`src/rtl/elevator_group_scan_dispatch_top_assert.svh`:
```
// ----------------------------------------------------------------------------
// Assertion macros for the elevator group dispatcher
// Concurrent checks that vanish from synthesis builds.
// ----------------------------------------------------------------------------
`ifndef ELEVATOR_GROUP_SCAN_DISPATCH_TOP_ASSERT_SVH
`define ELEVATOR_GROUP_SCAN_DISPATCH_TOP_ASSERT_SVH

`ifndef SYNTHESIS

// A property that must hold at every clock edge outside reset.
`define EGSD_ASSERT(name, clk, rst_n, prop, msg) \
	name: assert property (@(posedge clk) disable iff (!rst_n) (prop)) else $error(msg);

// A condition in one cycle that forces a consequence in the next.
`define EGSD_ASSERT_NEXT(name, clk, rst_n, ante, cons, msg) \
	name: assert property (@(posedge clk) disable iff (!rst_n) (ante) |=> (cons)) \
		else $error(msg);

`else

`define EGSD_ASSERT(name, clk, rst_n, prop, msg)
`define EGSD_ASSERT_NEXT(name, clk, rst_n, ante, cons, msg)

`endif

`endif

```
`src/rtl/egsd_pkg.sv`:
```
// ----------------------------------------------------------------------------
// egsd_pkg
// Shared constants, types and helpers of the elevator group dispatcher.
// ----------------------------------------------------------------------------
package egsd_pkg;

	localparam int NUM_CARS_DEF   = 3;
	localparam int NUM_FLOORS_DEF = 64;

	localparam int CAR_W   = 3;
	localparam int FLOOR_W = 6;
	localparam int HEAD_W  = 2;

	localparam logic [HEAD_W-1:0] HEAD_UP   = 2'd0;
	localparam logic [HEAD_W-1:0] HEAD_DOWN = 2'd1;
	localparam logic [HEAD_W-1:0] HEAD_IDLE = 2'd2;

	localparam logic CMD_REQUEST = 1'b0;
	localparam logic CMD_TICK    = 1'b1;

	// Control of the car state memory; reads and writes share one address.
	typedef struct packed {
		logic             rd_en;
		logic             wr_en;
		logic [CAR_W-1:0] addr;
	} mem_ctl_t;

	// Index of the lowest set bit of an eight bit slice (zero if none).
	function automatic logic [2:0] lowest8(input logic [7:0] v);
		logic [2:0] idx;
		idx = 3'd0;
		for (int i = 7; i >= 0; i--) begin
			if (v[i]) begin
				idx = 3'(i);
			end
		end
		return idx;
	endfunction

endpackage

```
`src/rtl/elevator_group_scan_dispatch_top.sv`:
```
// ----------------------------------------------------------------------------
// elevator_group_scan_dispatch_top
// Elevator group dispatcher: nearest-car hall assignment and SCAN service.
// ----------------------------------------------------------------------------
//
//  Channel  | Direction | Signals                        | Contents
//  ---------+-----------+--------------------------------+-------------------------------
//  s_*      | in        | s_tvalid s_tready s_tdata s_tuser | hall request or tick command
//  m_*      | out       | m_tvalid m_tready m_tdata m_tlast | assignment or per-car report
//
//  A hall request is accepted, then each car is read and evaluated in turn,
//  and the chosen car, if any, is written back with the assignment beat. A
//  tick is accepted, then each car is read, evaluated and encoded, and written
//  back with its report beat. Reads and writes go through the single shared
//  port of the car state memory.
//  Reset clears control state and the memory valid bits at once; no clearing
//  pass is needed. A stalled output holds the sequencer in its write-back
//  cycle, while a finished beat waiting on m_tready does not stop a new accept.
//
// ----------------------------------------------------------------------------
`include "elevator_group_scan_dispatch_top_assert.svh"

module elevator_group_scan_dispatch_top
	import egsd_pkg::*;
#(
	parameter int NUM_CARS   = NUM_CARS_DEF,
	parameter int NUM_FLOORS = NUM_FLOORS_DEF
) (
	input  logic        clk,
	input  logic        arst_n,

	input  logic        s_tvalid,
	output logic        s_tready,
	input  logic [7:0]  s_tdata,   // floor[5:0], direction[7:6]
	input  logic        s_tuser,   // command: 0 hall request, 1 tick

	output logic        m_tvalid,
	input  logic        m_tready,
	output logic [15:0] m_tdata,   // car[2:0], car_floor[8:3], heading[10:9],
	                               // arrived[11], assigned[12], zero[15:13]
	output logic        m_tlast    // last beat caused by one input beat
);

	localparam int CAR_AW = (NUM_CARS > 1) ? $clog2(NUM_CARS) : 1;
	localparam int NG     = (NUM_FLOORS + 7) / 8;
	localparam int PAD_W  = NG * 8;
	localparam int REC_W  = NUM_FLOORS + FLOOR_W + HEAD_W;

	localparam logic [CAR_AW-1:0] LAST_CAR = CAR_AW'(NUM_CARS - 1);

	// Sequencer states.
	localparam logic [2:0] ST_IDLE = 3'd0;
	localparam logic [2:0] ST_RD   = 3'd1;
	localparam logic [2:0] ST_EV   = 3'd2;
	localparam logic [2:0] ST_WR   = 3'd3;
	localparam logic [2:0] ST_REQW = 3'd4;

	logic [2:0] state_q;
	logic [CAR_AW-1:0] idx_q;

	// Accepted command.
	logic               cmd_q;
	logic [FLOOR_W-1:0] floor_q;
	logic [HEAD_W-1:0]  dir_q;

	// Request search: best car so far and its record.
	logic                  found_q;
	logic [CAR_AW-1:0]     best_q;
	logic [FLOOR_W-1:0]    best_d_q;
	logic [NUM_FLOORS-1:0] best_pend_q;
	logic [FLOOR_W-1:0]    best_pos_q;
	logic [HEAD_W-1:0]     best_head_q;

	// Tick evaluation stage.
	logic [NUM_FLOORS-1:0] pend_s1;
	logic [FLOOR_W-1:0]    pos_s1;
	logic [HEAD_W-1:0]     head_s1;
	logic                  moved_s1;
	logic                  up_s1;
	logic [NG-1:0]         gnz_s1;
	logic [2:0]            gidx_s1 [NG];

	// Output register.
	logic               out_valid_q;
	logic [CAR_W-1:0]   out_car_q;
	logic [FLOOR_W-1:0] out_floor_q;
	logic [HEAD_W-1:0]  out_head_q;
	logic               out_arr_q;
	logic               out_asg_q;
	logic               out_last_q;

	mem_ctl_t         mem_ctl;
	logic [REC_W-1:0] mem_wdata;
	logic [REC_W-1:0] mem_rdata;

	egsd_car_mem #(
		.NUM_CARS (NUM_CARS),
		.REC_W    (REC_W)
	) u_mem (
		.clk    (clk),
		.arst_n (arst_n),
		.ctl    (mem_ctl),
		.wdata  (mem_wdata),
		.rdata  (mem_rdata)
	);

	// ------------------------------------------------------------------
	// Fields of the record read back from memory.
	// ------------------------------------------------------------------
	logic [NUM_FLOORS-1:0] rd_pend;
	logic [FLOOR_W-1:0]    rd_pos;
	logic [HEAD_W-1:0]     rd_head;

	assign rd_pend = mem_rdata[REC_W-1 -: NUM_FLOORS];
	assign rd_pos  = mem_rdata[HEAD_W +: FLOOR_W];
	assign rd_head = mem_rdata[HEAD_W-1:0];

	// ------------------------------------------------------------------
	// Request evaluation: qualification and distance for the car just read.
	// ------------------------------------------------------------------
	logic               floor_ok;
	logic               qual;
	logic [FLOOR_W-1:0] span;
	logic               better;

	assign floor_ok = {1'b0, floor_q} < (FLOOR_W + 1)'(NUM_FLOORS);
	assign qual     = floor_ok && (rd_head == HEAD_IDLE || rd_head == dir_q);
	assign span     = (rd_pos > floor_q) ? (rd_pos - floor_q) : (floor_q - rd_pos);
	assign better   = qual && (!found_q || span < best_d_q);

	// ------------------------------------------------------------------
	// Tick evaluation: SCAN heading and candidate floors, then the first
	// level of the priority encoder (one lowest-bit search per byte).
	// A downward search runs on the bit-reversed candidates.
	// ------------------------------------------------------------------
	logic [NUM_FLOORS-1:0] up_m;
	logic [NUM_FLOORS-1:0] dn_m;
	logic [NUM_FLOORS-1:0] sel;
	logic [NUM_FLOORS-1:0] sel_o;
	logic [PAD_W-1:0]      sel_pad;
	logic                  empty;
	logic                  eff_up;
	logic                  moved;
	logic [HEAD_W-1:0]     new_head;
	logic [NG-1:0]         gnz;
	logic [2:0]            gidx [NG];

	always_comb begin
		up_m   = {NUM_FLOORS{1'b1}} << rd_pos;
		dn_m   = ~(({NUM_FLOORS{1'b1}} << rd_pos) << 1);
		empty  = (rd_pend == '0);
		// An idle car heads up only when nothing is pending at or below it.
		if (rd_head == HEAD_IDLE) begin
			eff_up = ((rd_pend & dn_m) == '0);
		end else begin
			eff_up = (rd_head == HEAD_UP);
		end
		sel   = eff_up ? (rd_pend & up_m) : (rd_pend & dn_m);
		moved = !empty && (sel != '0);
		if (empty) begin
			new_head = HEAD_IDLE;
		end else if (sel == '0) begin
			new_head = eff_up ? HEAD_DOWN : HEAD_UP;
		end else begin
			new_head = eff_up ? HEAD_UP : HEAD_DOWN;
		end
		for (int i = 0; i < NUM_FLOORS; i++) begin
			sel_o[i] = eff_up ? sel[i] : sel[NUM_FLOORS-1-i];
		end
		sel_pad = PAD_W'(sel_o);
		for (int g = 0; g < NG; g++) begin
			gnz[g]  = |sel_pad[g*8 +: 8];
			gidx[g] = lowest8(sel_pad[g*8 +: 8]);
		end
	end

	// ------------------------------------------------------------------
	// Tick write-back: second encoder level picks the lowest active byte.
	// ------------------------------------------------------------------
	logic [FLOOR_W-1:0]    lo_bit;
	logic [FLOOR_W-1:0]    target;
	logic [NUM_FLOORS-1:0] wr_pend;
	logic [FLOOR_W-1:0]    wr_pos;

	always_comb begin
		lo_bit = '0;
		for (int g = NG - 1; g >= 0; g--) begin
			if (gnz_s1[g]) begin
				lo_bit = FLOOR_W'(g * 8) + FLOOR_W'(gidx_s1[g]);
			end
		end
		target  = up_s1 ? lo_bit : (FLOOR_W'(NUM_FLOORS - 1) - lo_bit);
		wr_pend = moved_s1 ? (pend_s1 & ~(NUM_FLOORS'(1) << target)) : pend_s1;
		wr_pos  = moved_s1 ? target : pos_s1;
	end

	// ------------------------------------------------------------------
	// Memory control and write data.
	// ------------------------------------------------------------------
	logic out_free;
	logic out_load;
	logic out_last_d;

	assign out_free   = !out_valid_q || m_tready;
	assign out_load   = out_free && (state_q == ST_WR || state_q == ST_REQW);
	assign out_last_d = (state_q == ST_REQW) || (idx_q == LAST_CAR);

	always_comb begin
		mem_ctl.rd_en = (state_q == ST_RD);
		mem_ctl.wr_en = out_free &&
			((state_q == ST_WR) || (state_q == ST_REQW && found_q));
		mem_ctl.addr  = (state_q == ST_REQW) ? CAR_W'(best_q) : CAR_W'(idx_q);
		if (state_q == ST_REQW) begin
			mem_wdata = {best_pend_q | (NUM_FLOORS'(1) << floor_q), best_pos_q, best_head_q};
		end else begin
			mem_wdata = {wr_pend, wr_pos, head_s1};
		end
	end

	// ------------------------------------------------------------------
	// Sequencer.
	// ------------------------------------------------------------------
	assign s_tready = (state_q == ST_IDLE);

	always_ff @(posedge clk or negedge arst_n) begin
		if (!arst_n) begin
			state_q <= ST_IDLE;
			idx_q   <= '0;
			found_q <= 1'b0;
		end else begin
			case (state_q)
				ST_IDLE: begin
					if (s_tvalid) begin
						idx_q   <= '0;
						found_q <= 1'b0;
						state_q <= ST_RD;
					end
				end
				ST_RD: begin
					state_q <= ST_EV;
				end
				ST_EV: begin
					if (cmd_q == CMD_TICK) begin
						state_q <= ST_WR;
					end else begin
						if (better) begin
							found_q <= 1'b1;
						end
						if (idx_q == LAST_CAR) begin
							state_q <= ST_REQW;
						end else begin
							idx_q   <= idx_q + 1'b1;
							state_q <= ST_RD;
						end
					end
				end
				ST_WR: begin
					if (out_free) begin
						if (idx_q == LAST_CAR) begin
							state_q <= ST_IDLE;
						end else begin
							idx_q   <= idx_q + 1'b1;
							state_q <= ST_RD;
						end
					end
				end
				ST_REQW: begin
					if (out_free) begin
						state_q <= ST_IDLE;
					end
				end
				default: begin
					state_q <= ST_IDLE;
				end
			endcase
		end
	end

	// Command capture, search bookkeeping and tick stage payload.
	always_ff @(posedge clk) begin
		if (s_tvalid && s_tready) begin
			cmd_q   <= s_tuser;
			floor_q <= s_tdata[FLOOR_W-1:0];
			dir_q   <= s_tdata[FLOOR_W +: HEAD_W];
		end
		if (state_q == ST_EV) begin
			if (cmd_q == CMD_REQUEST && better) begin
				best_q      <= idx_q;
				best_d_q    <= span;
				best_pend_q <= rd_pend;
				best_pos_q  <= rd_pos;
				best_head_q <= rd_head;
			end
			pend_s1  <= rd_pend;
			pos_s1   <= rd_pos;
			head_s1  <= new_head;
			moved_s1 <= moved;
			up_s1    <= eff_up;
			gnz_s1   <= gnz;
			gidx_s1  <= gidx;
		end
	end

	// ------------------------------------------------------------------
	// Output register.
	// ------------------------------------------------------------------
	always_ff @(posedge clk or negedge arst_n) begin
		if (!arst_n) begin
			out_valid_q <= 1'b0;
		end else if (out_load) begin
			out_valid_q <= 1'b1;
		end else if (m_tready) begin
			out_valid_q <= 1'b0;
		end
	end

	always_ff @(posedge clk) begin
		if (out_load) begin
			out_last_q <= out_last_d;
			if (state_q == ST_REQW) begin
				out_car_q   <= found_q ? CAR_W'(best_q) : '0;
				out_floor_q <= floor_q;
				out_head_q  <= HEAD_UP;
				out_arr_q   <= 1'b0;
				out_asg_q   <= found_q;
			end else begin
				out_car_q   <= CAR_W'(idx_q);
				out_floor_q <= wr_pos;
				out_head_q  <= head_s1;
				out_arr_q   <= moved_s1;
				out_asg_q   <= 1'b0;
			end
		end
	end

	assign m_tvalid = out_valid_q;
	assign m_tlast  = out_last_q;
	assign m_tdata  = {3'b000, out_asg_q, out_arr_q, out_head_q, out_floor_q, out_car_q};

	// ------------------------------------------------------------------
	// Assertions.
	// ------------------------------------------------------------------
	`EGSD_ASSERT(a_no_rw_clash, clk, arst_n, !(mem_ctl.rd_en && mem_ctl.wr_en), "memory read and write in one cycle")
	`EGSD_ASSERT_NEXT(a_accept_reads, clk, arst_n, s_tvalid && s_tready, state_q == ST_RD, "accepted beat did not start a read")
	`EGSD_ASSERT_NEXT(a_last_ends_item, clk, arst_n, out_load && out_last_d, state_q == ST_IDLE, "last beat loaded but sequencer still busy")
	`EGSD_ASSERT(a_arrival_heading, clk, arst_n, !(out_valid_q && out_arr_q) || out_head_q != HEAD_IDLE, "car arrived but reports idle heading")

endmodule

```
`src/rtl/egsd_car_mem.sv`:
```
// ----------------------------------------------------------------------------
// egsd_car_mem
// Per-car state memory with a registered read and reset valid bits.
// ----------------------------------------------------------------------------
module egsd_car_mem
	import egsd_pkg::*;
#(
	parameter int NUM_CARS = NUM_CARS_DEF,
	parameter int REC_W    = NUM_FLOORS_DEF + FLOOR_W + HEAD_W
) (
	input  logic             clk,
	input  logic             arst_n,
	input  mem_ctl_t         ctl,
	input  logic [REC_W-1:0] wdata,
	output logic [REC_W-1:0] rdata
);

	localparam int CAR_AW = (NUM_CARS > 1) ? $clog2(NUM_CARS) : 1;

	// An entry never written since reset reads as an idle, empty car at floor zero.
	localparam logic [REC_W-1:0] RESET_REC = REC_W'(HEAD_IDLE);

	logic [REC_W-1:0]    mem_q [NUM_CARS];
	logic [NUM_CARS-1:0] valid_q;
	logic [REC_W-1:0]    raw_q;
	logic                rvld_q;

	always_ff @(posedge clk) begin
		if (ctl.wr_en) begin
			mem_q[ctl.addr[CAR_AW-1:0]] <= wdata;
		end
		if (ctl.rd_en) begin
			raw_q <= mem_q[ctl.addr[CAR_AW-1:0]];
		end
	end

	always_ff @(posedge clk or negedge arst_n) begin
		if (!arst_n) begin
			valid_q <= '0;
			rvld_q  <= 1'b0;
		end else begin
			if (ctl.wr_en) begin
				valid_q[ctl.addr[CAR_AW-1:0]] <= 1'b1;
			end
			if (ctl.rd_en) begin
				rvld_q <= valid_q[ctl.addr[CAR_AW-1:0]];
			end
		end
	end

	assign rdata = rvld_q ? raw_q : RESET_REC;

endmodule

```
`config.mk`:
```
export PLATFORM = sky130hd
export DESIGN_NAME = elevator_group_scan_dispatch_top
export DESIGN_NICKNAME = d
export VERILOG_FILES = /design/src/rtl/egsd_pkg.sv /design/src/rtl/elevator_group_scan_dispatch_top.sv /design/src/rtl/egsd_car_mem.sv
export VERILOG_INCLUDE_DIRS = /design/src /design/src/rtl
export SDC_FILE = /design/constraint.sdc
export NUM_CORES = 1
export LEC_CHECK = 0
export BUFFER_PORTS_ARGS = -buffer_cell sky130_fd_sc_hd__buf_4
export CAP_MARGIN = 10
export CORE_MARGIN = 3
export CORE_UTILIZATION = 52
export CTS_CLUSTER_DIAMETER = 120
export DETAILED_ROUTE_END_ITERATION = 16
export GPL_TIMING_DRIVEN = 0
export PLACE_DENSITY_LB_ADDON = 0.25
export REMOVE_ABC_BUFFERS = 1
export SLEW_MARGIN = 15
export SYNTH_ARGS = -nofsm -noshare
export SYNTH_HDL_FRONTEND = slang
export SYNTH_HIERARCHICAL = 1
export SYNTH_SLANG_ARGS = --single-unit
```
`constraint.sdc`:
```
create_clock -name clk -period 23.7 [get_ports clk]
set_clock_uncertainty 0.15 [all_clocks]
set_input_delay 4.74 -clock clk [delete_from_list [all_inputs] [get_ports clk]]
set_output_delay 4.74 -clock clk [all_outputs]
set_load 0.02 [all_outputs]
```
# Word-level counts from Yosys, hierarchy flattened

Memory sizes are Yosys's and may differ from the RTL's. A register that Yosys moved wholly into a read port is not among the register bits.
Index checks and enable logic that the tools add are counted.
Widths: inputs -> output; s select.

Register bits: 220
Output and inout port bits: 19
Bits of input ports: 13
Logic and storage cells: 311
Memories kept: 1
RAM bits: 216

Memory list:

| name        | words | bits a word | read ports | clocked after Yosys merged registers in | wr ports | line               | text |
|---|---|---|---|---|---|---|---|
| u_mem.mem_q | 3     | 72          | 1          | 1                                       | 1        | egsd_car_mem.sv:23 | `logic [REC_W-1:0] mem_q [NUM_CARS];` |

Reduce and logical (&&, ||, !) cells: 54
Bitwise gates (word level): 8
Add/sub/neg operators: 11
Shift-type cells: 3
Eq/ne operators: 12
Order comparisons: 4
Muxes and demuxes: 167

Operators by type and width:

| cell                  | count |
|---|---|
| $and 64x64->64        | 3 |
| $logic_not 64->1      | 3 |
| $mux 72               | 2 |
| $mux 64               | 2 |
| $not 64->64           | 2 |
| $shl 1x6->64 const A  | 2 |
| $mux 3                | 37 |
| $mux 1                | 86 |
| $mux 6                | 12 |
| $or 64x64->64         | 1 |
| $reduce_bool 64->1    | 1 |
| $reduce_or 8->1       | 8 |
| $shl 64x6->64 const A | 1 |
| $mux 2                | 23 |
| $reduce_or 4->1       | 8 |
| $reduce_or 2->1       | 8 |
| $pmux 3 s5            | 1 |
| $add 5x3->6 const A   | 2 |
| $add 6x3->6 const A   | 2 |
| $sub 6x6->6           | 2 |
| $ne 2x2->1 const B    | 5 |
| $logic_and 1x1->1     | 8 |
| $reduce_and 4->1      | 2 |
| $add 5x4->6 const A   | 1 |
| other kinds (27)      | 37 |

# Logic depth before layout (Yosys ltp)

Word-level depth: 16
Gate-level depth with buffers: 25
Depth with buffers taken out: 22

# By module

The synthesis kept the hierarchy.

By module, submodules not included:

| module                           | times used | sequential area each (µm²) | area each (µm²) | cells each |
|---|---|---|---|---|
| elevator_group_scan_dispatch_top | 1          | 6421.2                     | 13238.9         | 1390 |
| egsd_car_mem                     | 1          | 8748.4                     | 10837.9         | 624 |

# Worst setup path before layout

No wires, ideal clock.

Kind: flip-flop to flip-flop
Start point: register state_q[1]
End point: register gidx_s1[0] in the netlist's numbering, enable pin
Path buffers: 1
Path slack: 14.918 ns
Stages on the path, launching flop included: 4
Required time: 22.849 ns
Data arrival time: 7.932 ns
Library setup time: 0.701 ns
Period minus slack after synthesis: 8.782 ns
Cell sequence: dfrtp_1 > buf_1 > inv_1 > nor3_1

Longest elaborated chain between the ends: 1

RTL lines:

| element                  | line                                    | text |
|---|---|---|
| start: declaration       | elevator_group_scan_dispatch_top.sv:58  | `logic [2:0] state_q;` |
| start signal: assignment | elevator_group_scan_dispatch_top.sv:227 | `state_q <= ST_IDLE;` |
| start signal: assignment | elevator_group_scan_dispatch_top.sv:236 | `state_q <= ST_RD;` |
| start signal: assignment | elevator_group_scan_dispatch_top.sv:240 | `state_q <= ST_EV;` |
| $eq 3x2->1               | elevator_group_scan_dispatch_top.sv:286 | `if (state_q == ST_EV) begin` |
| end signal: assignment   | elevator_group_scan_dispatch_top.sv:300 | `gidx_s1 <= gidx;` |
| end: declaration         | elevator_group_scan_dispatch_top.sv:81  | `logic [2:0] gidx_s1 [NG];` |

No other way between the ends.
A chain may end at the register's enable or synchronous reset.

# Worst setup path in the final report

Start point: register state_q[0]
End point: output s_tready

Longest elaborated chain between the ends: 1

RTL lines:

| element          | line                                    | text |
|---|---|---|
| $logic_not 3->1  | elevator_group_scan_dispatch_top.sv:223 | `assign s_tready = (state_q == ST_IDLE);` |
| end: declaration | elevator_group_scan_dispatch_top.sv:33  | `output logic s_tready,` |

No other way between the ends.

==> flow_summary.json <==
{
  "drtAntennaViolNets": 0,
  "clock_root_buffer": "sky130_fd_sc_hd__clkbuf_16",
  "worst_skew_pair.late_latency_ps": 600,
  "floorplan.die.width_um": 221,
  "status": "complete, no violations",
  "cell_area_after_placement_mm2": 0.0252,
  "grt_pass1_wl_um": 114000,
  "hold_path.class": "flip-flop to flip-flop",
  "vias_per_cell": 6.53,
  "placedCellCount": 2578,
  "cts_max_level": 2,
  "synth-edff-count": 496,
  "dpl.hpwl_um": 56500,
  "synthesis.yosys.warnings": 6,
  "synth_async_sr_flop_share_pct": 2.17,
  "drt_wl_total_um": 79000,
  "crit_path_cell_trace": "nor3_1 -> buf_4",
  "global_route.usage.met2_pct": 49.5,
  "remaining_drc_errors": 0,
  "syn_area_mm2": 0.0241,
  "post_synth.cell_area_avg_um2": 12.0,
  "synth_seq_cells": 507,
  "p_total_mw": 4.30,
  "cts_made_buffers": 51,
  "ys_top_cells_by_area": "sky130_fd_sc_hd__edfxtp_1 (62%), sky130_fd_sc_hd__mux2i_1 (3.9%), sky130_fd_sc_hd__nand2_1 (3.5%)",
  "required_ps": 18810,
  "post_cts_resized": 0,
  "critPathMaxStageDelay_ps": 520,
  "worst-slew-pin-transition_ps": 1200,
  "antenna_found_initial": 0,
  "post_route_cells_drive_above_1_share_pct": 9.71,
  "worstPathMaxFanout": 13,
  "setup_viol": 0,
  "detailedPlace.worstSlack_ps": 17060,
  "synthesis.instances": 2014,
  "crit_arrival_ps": 1640,
  "clkSlewWorstSetupHoldPaths_ps": 60,
  "p_per_area_mw_per_mm2": 160,
  "layout_commonest_cell": "sky130_fd_sc_hd__edfxtp_1",
  "met3_usage_pct": 4.68,
  "synthDominantCellAreaShare_pct": 61.9,
  "grtUsageMet1_pct": 45.6,
  "numPortBuffers": 27,
  "fill_cells": 3577,
  "syn_to_final_growth_pct": 11.6,
  "initial_utilization_pct": 52.8,
  "clock-sinks": 507,
  "most-common-layout-cells": "sky130_fd_sc_hd__edfxtp_1 (496), sky130_fd_sc_hd__nand2_1 (222), sky130_fd_sc_hd__nor2_1 (170), sky130_fd_sc_hd__a21oi_1 (149), sky130_fd_sc_hd__o21ai_0 (99)",
  "average_detailed_routed_wire_length_per_instance_um": 29.6,
  "drt_iter0_drc": 2341,
  "share_of_the_clock_period_used_by_the_worst_path_pct": 27.5,
  "finalHoldViolations": 0,
  "grt_start_max_net_pins": 77,
  "final_design_instance_area_without_fill_mm2": 0.0269,
  "design.portCount": 32,
  "critPathLaunchType": "flip-flop",
  "fin_cells": 2671,
  "max_cap_violations": 0,
  "synth.yosys.seq_area_share_pct": 63.0,
  "die_area_mm2": 0.0489,
  "worst_ir_drop_vdd_mv": 0.0817,
  "yosysTopAreaCell": "sky130_fd_sc_hd__edfxtp_1",
  "post-route-worst-setup-slack_ps": 17170,
  "synth_ff_type": "sky130_fd_sc_hd__edfxtp_1",
  "first_global_vias": 16500,
  "drt_pre_antenna_iters": 6,
  "worst_slew_margin_rel_pct": 19.6,
  "vias": 17400,
  "power_leakage_nw": 9.14,
  "global_route.overflow_total": 0,
  "clock_tree.buffer_depth": 3,
  "cts_setup_buffers": 0,
  "final_nets": 2063,
  "clock.fmax_mhz": 153,
  "fp-row-count": 78,
  "grt_util_all_layers_pct": 31.7,
  "cts_hold_buffers": 0,
  "gp_congestion": 0.979,
  "maxSlewViolCount": 0,
  "final.min_clock_period_ps": 6530,
  "setup_repair_after_global_routing_missed_its_margin": "false",
  "tritoncts_clock_tree": "built",
  "synth_cell_type_count": 87,
  "criticalPathCategory": "flip-flop to primary output",
  "core-area_mm2": 0.0456,
  "gr_peak_layer": "met2",
  "critPathSlowestCell": "sky130_fd_sc_hd__dfrtp_1",
  "worst_setup_path_end_kind": "primary output",
  "floorplan.die.height_um": 221
}
[per-layer routing]
layer	up-vias	part of all wire (%)
met5	-	0
met4	0	4.0
met3	149	8.5
met2	958	46
met1	8700	42
li1	7632	-
[final cells by class]
type,instances,area (um^2),share of cell area [%]
Inverter,47,181,0.675
Sequential cell,507,15200,56.5
Clock inverter,25,297,1.10
Tap cell,600,751,2.79
Multi-Input combinational cell,1350,8150,30.3
Antenna cell,1,2.50,0.00931
Clock buffer,67,1360,5.05
Timing Repair Buffer,74,955,3.55
[worst max-delay path, delay by kind of cell (launching register included)]
kind,cells,cell delay [ps]
buffers and inverters,1,200
and+or+nand+nor,1,320
DFF,1,520
[logic make-up after synthesis]
logic type	Yosys count	synth area share (%)
AND/OR/NAND/NOR	677	13.6
AO/OA/AOI/OAI	536	14.1
flip-flops	507	63.0
buffers and inverters	160	3.51
multiplexers	102	4.29
adder cells (fa/ha/maj)	20	1.09
XOR/XNOR	11	0.400
other	1	0.0156
[where the power goes]
| group | total [mW] | switching (mW) | internal, mW |
|---|---|---|---|
| logic | 2.00 | 1.43 | 0.577 |
| clock network | 0.801 | 0.333 | 0.468 |
| registers | 1.49 | 0.0855 | 1.41 |
| total | 4.30 | 1.84 | 2.45 |
[metrics by stage]
step                setup TNS (ps)  hold WS, ps  utilization, %
detailed placement               0          297            55.3
floorplan                   -22730          277               -
finish                           0          305            58.9
CTS                              0          312            58.9
global placement          -6758900          292            53.5
global route                     0          343            58.9
[registers in the layout, indices dropped and copies added (netlist names), 3 cells and up]
register       cells
u_mem/mem_q      216
u_mem/raw_q       72
best_pend_q       64
pend_s1           64
gidx_s1           24
gnz_s1             8
best_d_q           6
best_pos_q         6
floor_q            6
out_floor_q        6
pos_s1             6
state_q            3
u_mem/valid_q      3
[final timing paths]
check	start	to	slack, ps	cells past startpoint
setup / recovery	state_q[0]	s_tready	17170	2
hold / removal	u_mem/valid_q[1]	u_mem/valid_q[1]	310	1
setup reg to reg	u_mem/rvld_q	best_pend_q[9]	17300	21
hold reg to reg	u_mem/valid_q[1]	u_mem/valid_q[1]	310	1
max in group asynchronous	arst_n	u_mem/rvld_q	19400	1
min in group asynchronous	arst_n	state_q[1]	3820	1
[synth_stat cells (10+ instances only)]
cell type	count
sky130_fd_sc_hd__buf_2	14
sky130_fd_sc_hd__inv_1	45
sky130_fd_sc_hd__nand4_1	11
sky130_fd_sc_hd__nor2_1	176
sky130_fd_sc_hd__and2_1	86
sky130_fd_sc_hd__nand3_1	24
sky130_fd_sc_hd__a21boi_0	17
sky130_fd_sc_hd__nor3_1	25
sky130_fd_sc_hd__nand2_1	223
sky130_fd_sc_hd__o21ai_1	70
sky130_fd_sc_hd__o21a_1	18
sky130_fd_sc_hd__and3_1	18
sky130_fd_sc_hd__mux2i_1	93
sky130_fd_sc_hd__a31oi_1	17
sky130_fd_sc_hd__clkbuf_1	64
sky130_fd_sc_hd__a21oi_1	149
sky130_fd_sc_hd__nand2b_1	21
sky130_fd_sc_hd__ha_1	17
sky130_fd_sc_hd__or2_2	10
sky130_fd_sc_hd__a221oi_1	68
sky130_fd_sc_hd__nor2b_1	18
sky130_fd_sc_hd__o22ai_1	10
sky130_fd_sc_hd__o21ai_0	100
sky130_fd_sc_hd__edfxtp_1	496
sky130_fd_sc_hd__nor4_1	26
sky130_fd_sc_hd__dfrtp_1	11
Note: power is estimated with default switching activity, not from simulation.
